File: src/rtl/dlr_pkg.sv
// Shared types, constants and helpers for the dense layer with ReLU.
`default_nettype none
package dlr_pkg;

	localparam int NUM_NEURONS = 4;
	localparam int NUM_INPUTS  = 4;
	localparam int VALUE_W     = 16;
	localparam int PROD_W      = 2 * VALUE_W;
	localparam int ACC_W       = 40;
	localparam int FRAC_BITS   = 12;
	localparam int CNT_W       = 3;
	localparam int CFG_IDX_W   = 2;
	localparam int CFG_DATA_W  = 3;

	localparam logic [1:0] OP_WEIGHT  = 2'd0;
	localparam logic [1:0] OP_BIAS    = 2'd1;
	localparam logic [1:0] OP_FEATURE = 2'd2;

	localparam logic [CFG_IDX_W-1:0] REG_NEURONS = 2'd0;
	localparam logic [CFG_IDX_W-1:0] REG_INPUTS  = 2'd1;
	localparam logic [CFG_IDX_W-1:0] REG_RELU    = 2'd2;

	typedef struct packed {
		logic [1:0]                opcode;
		logic [1:0]                neuron;
		logic [1:0]                column;
		logic signed [VALUE_W-1:0] value;
	} item_t;

	typedef struct packed {
		logic [1:0]                neuron_index;
		logic signed [VALUE_W-1:0] neuron_value;
		logic                      saturated;
		logic                      last;
	} result_t;

	typedef logic [NUM_NEURONS-1:0][PROD_W-1:0]  prod_arr_t;
	typedef logic [NUM_NEURONS-1:0][VALUE_W-1:0] bias_arr_t;
	typedef logic [NUM_NEURONS-1:0][ACC_W-1:0]   acc_arr_t;

	typedef struct packed {
		logic valid;
		logic rowend;
	} s2_ctl_t;

	typedef struct packed {
		acc_arr_t         acc;
		bias_arr_t        bias;
		logic [CNT_W-1:0] nn;
		logic             relu;
	} row_t;

	function automatic logic [CNT_W-1:0] eff_count(input logic [CNT_W-1:0] v,
		input logic [CNT_W-1:0] maxv);
		logic [CNT_W-1:0] r;
		if (v == '0) begin
			r = CNT_W'(1);
		end else if (v > maxv) begin
			r = maxv;
		end else begin
			r = v;
		end
		return r;
	endfunction

endpackage
`default_nettype wire

File: src/rtl/dlr_front.sv
// Input register, weight and bias stores, and per-neuron multipliers.
`default_nettype none
module dlr_front (
	input  wire logic                              clk,
	input  wire logic                              arst_n,
	input  wire logic                              adv,
	input  wire logic                              item_valid,
	input  wire dlr_pkg::item_t                    item,
	input  wire logic [dlr_pkg::CNT_W-1:0]         nn,
	input  wire logic [dlr_pkg::CNT_W-1:0]         ni,
	output dlr_pkg::s2_ctl_t                       ctl_s2,
	output dlr_pkg::prod_arr_t                     prod_s2,
	output dlr_pkg::bias_arr_t                     bias_q
);
	import dlr_pkg::*;

	logic                valid_s1;
	item_t               item_s1;
	logic [VALUE_W-1:0]  weight_q [NUM_NEURONS][NUM_INPUTS];
	logic                feat;
	logic                rowend;
	prod_arr_t           prod;

	always_ff @(posedge clk or negedge arst_n) begin
		if (!arst_n) begin
			valid_s1 <= 1'b0;
		end else if (adv) begin
			valid_s1 <= item_valid;
		end
	end

	always_ff @(posedge clk) begin
		if (adv) begin
			item_s1 <= item;
		end
	end

	always_ff @(posedge clk) begin
		if (valid_s1 && adv && item_s1.opcode == OP_WEIGHT
			&& {1'b0, item_s1.neuron} < CNT_W'(NUM_NEURONS)
			&& {1'b0, item_s1.column} < CNT_W'(NUM_INPUTS)) begin
			weight_q[item_s1.neuron][item_s1.column] <= item_s1.value;
		end
		if (valid_s1 && adv && item_s1.opcode == OP_BIAS
			&& {1'b0, item_s1.neuron} < CNT_W'(NUM_NEURONS)) begin
			bias_q[item_s1.neuron] <= item_s1.value;
		end
	end

	assign feat   = valid_s1 && item_s1.opcode == OP_FEATURE && {1'b0, item_s1.column} < ni;
	assign rowend = feat && {1'b0, item_s1.column} == ni - CNT_W'(1);

	always_comb begin
		for (int n = 0; n < NUM_NEURONS; n++) begin
			if (CNT_W'(n) < nn) begin
				prod[n] = PROD_W'($signed(item_s1.value)
					* $signed(weight_q[n][item_s1.column]));
			end else begin
				prod[n] = '0;
			end
		end
	end

	always_ff @(posedge clk or negedge arst_n) begin
		if (!arst_n) begin
			ctl_s2 <= '0;
		end else if (adv) begin
			ctl_s2.valid  <= feat;
			ctl_s2.rowend <= rowend;
		end
	end

	always_ff @(posedge clk) begin
		if (adv) begin
			prod_s2 <= prod;
		end
	end

endmodule
`default_nettype wire

File: src/rtl/dlr_accum.sv
// Neuron accumulators and capture of a finished row.
`default_nettype none
module dlr_accum (
	input  wire logic                      clk,
	input  wire logic                      arst_n,
	input  wire logic                      adv,
	input  wire dlr_pkg::s2_ctl_t          ctl_s2,
	input  wire dlr_pkg::prod_arr_t        prod_s2,
	input  wire dlr_pkg::bias_arr_t        bias,
	input  wire logic [dlr_pkg::CNT_W-1:0] nn,
	input  wire logic                      relu,
	output logic                           row_load,
	output dlr_pkg::row_t                  row_next
);
	import dlr_pkg::*;

	acc_arr_t acc_q;
	acc_arr_t acc_sum;

	always_comb begin
		for (int n = 0; n < NUM_NEURONS; n++) begin
			acc_sum[n] = acc_q[n] + {{(ACC_W-PROD_W){prod_s2[n][PROD_W-1]}}, prod_s2[n]};
		end
	end

	assign row_load      = adv && ctl_s2.valid && ctl_s2.rowend;
	assign row_next.acc  = acc_sum;
	assign row_next.bias = bias;
	assign row_next.nn   = nn;
	assign row_next.relu = relu;

	always_ff @(posedge clk or negedge arst_n) begin
		if (!arst_n) begin
			acc_q <= '0;
		end else if (adv && ctl_s2.valid) begin
			if (ctl_s2.rowend) begin
				acc_q <= '0;
			end else begin
				acc_q <= acc_sum;
			end
		end
	end

	a_clear_after_row: assert property (@(posedge clk) disable iff (!arst_n)
		row_load |=> acc_q == '0)
		else $error("accumulators not cleared after row end");

endmodule
`default_nettype wire

File: src/rtl/dlr_out.sv
// Row buffer, bias add, shift, saturation, ReLU and output register.
`default_nettype none
module dlr_out (
	input  wire logic             clk,
	input  wire logic             arst_n,
	input  wire logic             row_load,
	input  wire dlr_pkg::row_t    row_in,
	output logic                  row_free,
	output logic                  result_valid,
	input  wire logic             result_ready,
	output dlr_pkg::result_t      result
);
	import dlr_pkg::*;

	localparam int SUM_W = ACC_W + 1;
	localparam int SH_W  = SUM_W - FRAC_BITS;

	row_t                      row_q;
	logic                      row_valid_q;
	logic [1:0]                idx_q;
	logic                      out_valid_q;
	result_t                   out_q;
	logic                      out_load;
	logic                      last;
	logic [ACC_W-1:0]          acc;
	logic [VALUE_W-1:0]        b;
	logic [SUM_W-1:0]          sum;
	logic [SH_W-1:0]           sh;
	logic                      sat_hi;
	logic                      sat_lo;
	logic [VALUE_W-1:0]        val;
	result_t                   res;

	assign out_load = row_valid_q && (!out_valid_q || result_ready);
	assign last     = {1'b0, idx_q} == row_q.nn - CNT_W'(1);
	assign row_free = !row_valid_q || (out_load && last);

	always_comb begin
		acc    = row_q.acc[idx_q];
		b      = row_q.bias[idx_q];
		sum    = {acc[ACC_W-1], acc}
			+ {{(SUM_W-VALUE_W-FRAC_BITS){b[VALUE_W-1]}}, b, {FRAC_BITS{1'b0}}};
		sh     = sum[SUM_W-1:FRAC_BITS];
		sat_hi = !sh[SH_W-1] && (|sh[SH_W-2:VALUE_W-1]);
		sat_lo = sh[SH_W-1] && !(&sh[SH_W-2:VALUE_W-1]);
		if (sat_hi) begin
			val = {1'b0, {(VALUE_W-1){1'b1}}};
		end else if (sat_lo) begin
			val = {1'b1, {(VALUE_W-1){1'b0}}};
		end else begin
			val = sh[VALUE_W-1:0];
		end
		if (row_q.relu && val[VALUE_W-1]) begin
			val = '0;
		end
		res.neuron_index = idx_q;
		res.neuron_value = val;
		res.saturated    = sat_hi || sat_lo;
		res.last         = last;
	end

	always_ff @(posedge clk or negedge arst_n) begin
		if (!arst_n) begin
			row_valid_q <= 1'b0;
			idx_q       <= '0;
		end else if (row_load) begin
			row_valid_q <= 1'b1;
			idx_q       <= '0;
		end else if (out_load && last) begin
			row_valid_q <= 1'b0;
		end else if (out_load) begin
			idx_q <= idx_q + 2'd1;
		end
	end

	always_ff @(posedge clk) begin
		if (row_load) begin
			row_q <= row_in;
		end
	end

	always_ff @(posedge clk or negedge arst_n) begin
		if (!arst_n) begin
			out_valid_q <= 1'b0;
		end else if (out_load) begin
			out_valid_q <= 1'b1;
		end else if (result_ready) begin
			out_valid_q <= 1'b0;
		end
	end

	always_ff @(posedge clk) begin
		if (out_load) begin
			out_q <= res;
		end
	end

	assign result_valid = out_valid_q;
	assign result       = out_q;

	a_no_overwrite: assert property (@(posedge clk) disable iff (!arst_n)
		row_load |-> row_free)
		else $error("row buffer overwritten while draining");

	a_idx_range: assert property (@(posedge clk) disable iff (!arst_n)
		row_valid_q |-> ({1'b0, idx_q} < row_q.nn))
		else $error("neuron index past active count");

	a_last_ends_row: assert property (@(posedge clk) disable iff (!arst_n)
		out_load && last && !row_load |=> !row_valid_q)
		else $error("row buffer still busy after last word");

endmodule
`default_nettype wire

File: src/rtl/dense_layer_relu.sv
// Top level of the fully connected layer with optional ReLU.
// Fully connected layer, signed Q3.12. Items (weight load, bias load or feature) are
// taken one per clock. A feature for the last active column closes the row; its
// results, one word per active neuron in neuron order, pass the input, product and
// row buffer registers into a single output register, one per clock when not stalled.
// The input stalls only while a closed row waits behind a row that is still draining,
// so a row of ni features yields nn results and ni >= nn streams without stall.
// Configuration writes must be made only while the block is idle; it does not check.
`default_nettype none
module dense_layer_relu (
	input  wire logic                            clk,
	input  wire logic                            arst_n,
	input  wire logic                            cfg_we,
	input  wire logic [dlr_pkg::CFG_IDX_W-1:0]   cfg_index,
	input  wire logic [dlr_pkg::CFG_DATA_W-1:0]  cfg_data,
	input  wire logic                            item_valid,
	output logic                                 item_ready,
	input  wire dlr_pkg::item_t                  item,
	output logic                                 result_valid,
	input  wire logic                            result_ready,
	output dlr_pkg::result_t                     result
);
	import dlr_pkg::*;

	logic [CNT_W-1:0] neurons_q;
	logic [CNT_W-1:0] inputs_q;
	logic             relu_q;
	logic [CNT_W-1:0] nn;
	logic [CNT_W-1:0] ni;
	logic             adv;
	logic             row_free;
	logic             row_load;
	s2_ctl_t          ctl_s2;
	prod_arr_t        prod_s2;
	bias_arr_t        bias;
	row_t             row_next;

	always_ff @(posedge clk or negedge arst_n) begin
		if (!arst_n) begin
			neurons_q <= CNT_W'(4);
			inputs_q  <= CNT_W'(4);
			relu_q    <= 1'b1;
		end else if (cfg_we) begin
			case (cfg_index)
				REG_NEURONS: neurons_q <= cfg_data[CNT_W-1:0];
				REG_INPUTS:  inputs_q  <= cfg_data[CNT_W-1:0];
				REG_RELU:    relu_q    <= cfg_data[0];
				default: begin
				end
			endcase
		end
	end

	assign nn = eff_count(neurons_q, CNT_W'(NUM_NEURONS));
	assign ni = eff_count(inputs_q, CNT_W'(NUM_INPUTS));

	assign adv        = !(ctl_s2.valid && ctl_s2.rowend && !row_free);
	assign item_ready = adv;

	dlr_front u_front (
		.clk        (clk),
		.arst_n     (arst_n),
		.adv        (adv),
		.item_valid (item_valid),
		.item       (item),
		.nn         (nn),
		.ni         (ni),
		.ctl_s2     (ctl_s2),
		.prod_s2    (prod_s2),
		.bias_q     (bias)
	);

	dlr_accum u_accum (
		.clk      (clk),
		.arst_n   (arst_n),
		.adv      (adv),
		.ctl_s2   (ctl_s2),
		.prod_s2  (prod_s2),
		.bias     (bias),
		.nn       (nn),
		.relu     (relu_q),
		.row_load (row_load),
		.row_next (row_next)
	);

	dlr_out u_out (
		.clk          (clk),
		.arst_n       (arst_n),
		.row_load     (row_load),
		.row_in       (row_next),
		.row_free     (row_free),
		.result_valid (result_valid),
		.result_ready (result_ready),
		.result       (result)
	);

endmodule
`default_nettype wire

File: config.mk
export PLATFORM = sky130hd
export DESIGN_NAME = dense_layer_relu
export DESIGN_NICKNAME = d
export VERILOG_FILES = /design/src/rtl/dlr_pkg.sv /design/src/rtl/dlr_front.sv /design/src/rtl/dlr_accum.sv /design/src/rtl/dlr_out.sv /design/src/rtl/dense_layer_relu.sv
export SDC_FILE = /design/constraint.sdc
export NUM_CORES = 2
export LEC_CHECK = 0
export BUFFER_PORTS_ARGS = -buffer_cell sky130_fd_sc_hd__buf_2
export CORE_UTILIZATION = 55
export CTS_BUF_LIST = sky130_fd_sc_hd__clkbuf_4
export DETAILED_ROUTE_END_ITERATION = 12
export HOLD_SLACK_MARGIN = 0.02
export PLACE_DENSITY = 0.71
export SLEW_MARGIN = 20
export SYNTH_ARGS = -nofsm -noshare
export SYNTH_HDL_FRONTEND = slang
export SYNTH_SLANG_ARGS = --single-unit
export TNS_END_PERCENT = 10
File: constraint.sdc
create_clock -name clk -period 11.4 [get_ports clk]
set_input_delay 0.57 -clock clk [delete_from_list [all_inputs] [get_ports clk]]
set_output_delay 0.57 -clock clk [all_outputs]
set_load 0.02 [all_outputs]
==> results.cfg <==
[sta]
fin_worst_skew_ns = 0.141
fin_crit_ns = 8.61
finalCritPeriodShare = 0.755
relSlewSlack = 0.279
hold_viol_final = 0
setup_viol = 0
max_freq_mhz = 116
maxSlewViolCount = 0
worst_pin_slew_ns = 1.08
worst_slack_ns = 2.79
rsz0062_at_grt = no
setup_tns_ns = 0

[clocking]
clk_path_buf_depth = 3
clock_latency_ns = 1.29
cts_tree = done
cts_buffers = 216
cts-resized-gates = 0
cts-root-buf = clkbuf_4
clkTransAtPathRegs_ns = 0.08
h-tree-depth = 4
cts.sinks = 844

[die]
start_util = 0.554
fp.dieArea_um2 = 144000
fp.dieW_um = 380
ios = 54
rows = 138
core_um2 = 141000
die_h_um = 380

[yosys]
synth.area.mux_share = 0.0324
synth_compound_area_frac = 0.0839
yosys.area_share.simple = 0.114
yosys.area_share.adder = 0.351
synth_warnings = 0
synth_top_family_by_area = adder cells
synthFlopType = edfxtp_1
yosysSeqAreaShare = 0.312
avgSynthCellArea_um2 = 11.0
synth_nets = 8708
synth_cell_types = 90
ys_ff_latch = 844
synth-xor-area-share = 0.0348
async_flop_share = 0.206
syn_inst = 7107
syn_area_um2 = 78400
synth_edf_count = 670

[final_layout]
area_growth_pct = 7.62
layout-drive-gt1-share = 0.0910
finalNetCount = 8836

[worst_setup_path]
crit-reg2reg-launch = u_front.item_s1[17]
cp-end-kind = flop
path_max_fanout = 52
worstSetupPathType = reg2reg
worstRegToRegCells = 26
startpoint_type = flop
r2r_slack_ns = 2.79
cp.required_ns = 12.44
worstPathArrival_ns = 9.64
reg2reg_to = u_front.prod_s2[127]

[global_route]
grt_pass1_vias = 55623
grtUsageTotal = 0.275
grt_first_pass_wirelength_um = 308000
antenna_found_initial = 6
grt_max_degree = 172
grt_remaining_overflow = 0

[min_path]
hp-start = result_ready
whs_path_depth = 4
worstHoldEndpoint = u_out.result_valid
min_path_type = in2reg

[route]
routedWlPerCell_um = 20.8
first_iter_violations = 3992
routed_wl_um = 194000
dr.pass1.iters = 8
via_count = 52561
drtAntennaViolNets = 0
via_per_inst = 5.65
drc = 0

[run]
maxCapViolCount = 0

[placed_design]
detailedPlace.worstSlack_ns = 2.92
hpwl_um = 141000
place.gp.congestion = 0.922
io_buffers = 53

[outcome]
status = finished clean
layer usage:
metal / up-vias / track usage / wire, um / share of wire
met3: 387 / 0.0454 / 13100 / 0.068
met5: - / 0 / 13 / 0.000067
met2: 1776 / 0.444 / 91400 / 0.47
met4: 2 / 0.112 / 7610 / 0.039
met1: 26717 / 0.373 / 81600 / 0.42
li1: 23679 / - / - / -
worst max-delay path, cell delays in order (launching register included):
cell and delay (ns):
edfxtp_1 0.33, buf_4 0.38, buf_4 0.67, mux4_2 0.59, and2_1 0.26, fa_1 0.55
inv_1 0.06, fa_1 0.46, fa_1 0.52, inv_1 0.06, fa_1 0.51, fa_1 0.49
inv_1 0.05, fa_1 0.49, inv_1 0.05, ha_1 0.35, a21o_1 0.18, a21o_1 0.16
a21oi_1 0.23, o2111ai_1 0.28, a31oi_1 0.28, o21ai_0 0.17, a21o_1 0.23, a21boi_0 0.35
o21ai_0 0.19, xnor2_1 0.16, and2_1 0.18
layout by cell type, fill, tap and decap left out, types with 34 or more instances in the layout:
master	count
inv_1	1216
fa_1	1053
nand2_1	675
edfxtp_1	670
and2_1	520
ha_1	516
clkbuf_4	307
a21oi_1	255
nor2_1	246
xnor2_1	208
dfrtp_1	169
a21o_1	150
o21ai_0	143
a22o_1	107
mux4_2	104
xor2_1	103
buf_4	67
dlygate4sd3_1	62
nand3_1	58
buf_2	52
nor3_1	50
o21bai_1	44
clkinv_1	44
and3_1	38
o21a_1	36
a211oi_1	34
worst max-delay path by stage:
stage	startpoint	to	slack [ns]	depth (start not counted)
6_report	u_front.item_s1[17]	u_front.prod_s2[127]	2.79	26
5_1_grt	u_front.item_s1[17]	u_front.prod_s2[62]	2.46	24
4_1_cts	u_front.item_s1[17]	u_front.prod_s2[63]	2.89	24
3_5_place_dp	u_front.item_s1[17]	u_front.prod_s2[127]	2.92	26
3_3_place_gp	u_front.item_s1[17]	u_front.prod_s2[63]	3.08	24
2_1_floorplan	u_out.row_q[1]	u_out.row_q[0]	1.95	6
repair_timing:
| item | in CTS | in global routing |
|---|---|---|
| hold buffers | 63 | 0 |
| setup buffers | 0 | 0 |
| hold endpoints to repair | 203 | 0 |
stage by stage:
step / instances / area [um^2] / utilization / hold slack [ns]
floorplan: 7107 / 78400 / - / 0.274
global placement: 8844 / 80600 / 0.570 / 0.400
detailed placement: 8844 / 80600 / 0.570 / 0.405
CTS: 9308 / 84300 / 0.596 / 0.0337
global route: 9309 / 84300 / 0.596 / 0.101
finish: 9311 / 84400 / 0.597 / 0.149
synthesized netlist by cell type (all sizes together), types with 44 or more instances:
| cell | instances | area (um^2) |
|---|---|---|
| inv | 1216 | 4560 |
| nand3 | 59 | 295 |
| xnor2 | 208 | 1820 |
| mux4 | 104 | 2340 |
| xor2 | 103 | 902 |
| a21oi | 260 | 1320 |
| fa | 1053 | 21100 |
| a21o | 150 | 1130 |
| ha | 516 | 6460 |
| dfrtp | 171 | 4280 |
| o21ai | 159 | 807 |
| clkbuf | 231 | 867 |
| and2 | 521 | 3260 |
| o21bai | 44 | 330 |
| nor3 | 55 | 275 |
| a22o | 107 | 937 |
| edfxtp | 670 | 20100 |
| buf | 47 | 199 |
| nor2 | 251 | 942 |
| nand2 | 676 | 2540 |
flip-flops by register name, summed over array words and instances (netlist names):
register            count
u_out.row_q           180
u_front.weight_q      256
u_front.item_s1        22
u_front.bias_q         64
u_out.result_valid      1
neurons_q               3
u_out.result           20
u_front.prod_s2       128
u_out.row_valid_q       1
u_front.ctl_s2          2
u_front.valid_s1        1
u_out.idx_q             2
relu_q                  1
inputs_q                3
u_accum.acc_q         160
kinds of logic (layout without fill, tap and decap cells):
kind of cell,Yosys count,count (layout)
simple gates,1796,1796
buf+inv,1494,1805
compound gates,971,971
mux,122,122
flops,844,844
xor+xnor,311,311
other cells,0,3
fa+ha+maj,1569,1569
layout make-up:
type,count,area [um^2]
Clock buffer,307,2300
Sequential cell,844,24500
Multi-Input combinational cell,4769,48400
Inverter,1216,4560
Timing Repair Buffer,188,1520
Clock inverter,94,754
Tap cell,1890,2360
Antenna cell,3,7.51
Fill cell,11478,57100
Power is not shown: default switching activity piles up to over one toggle a cycle in this logic, so the estimate is an artifact.
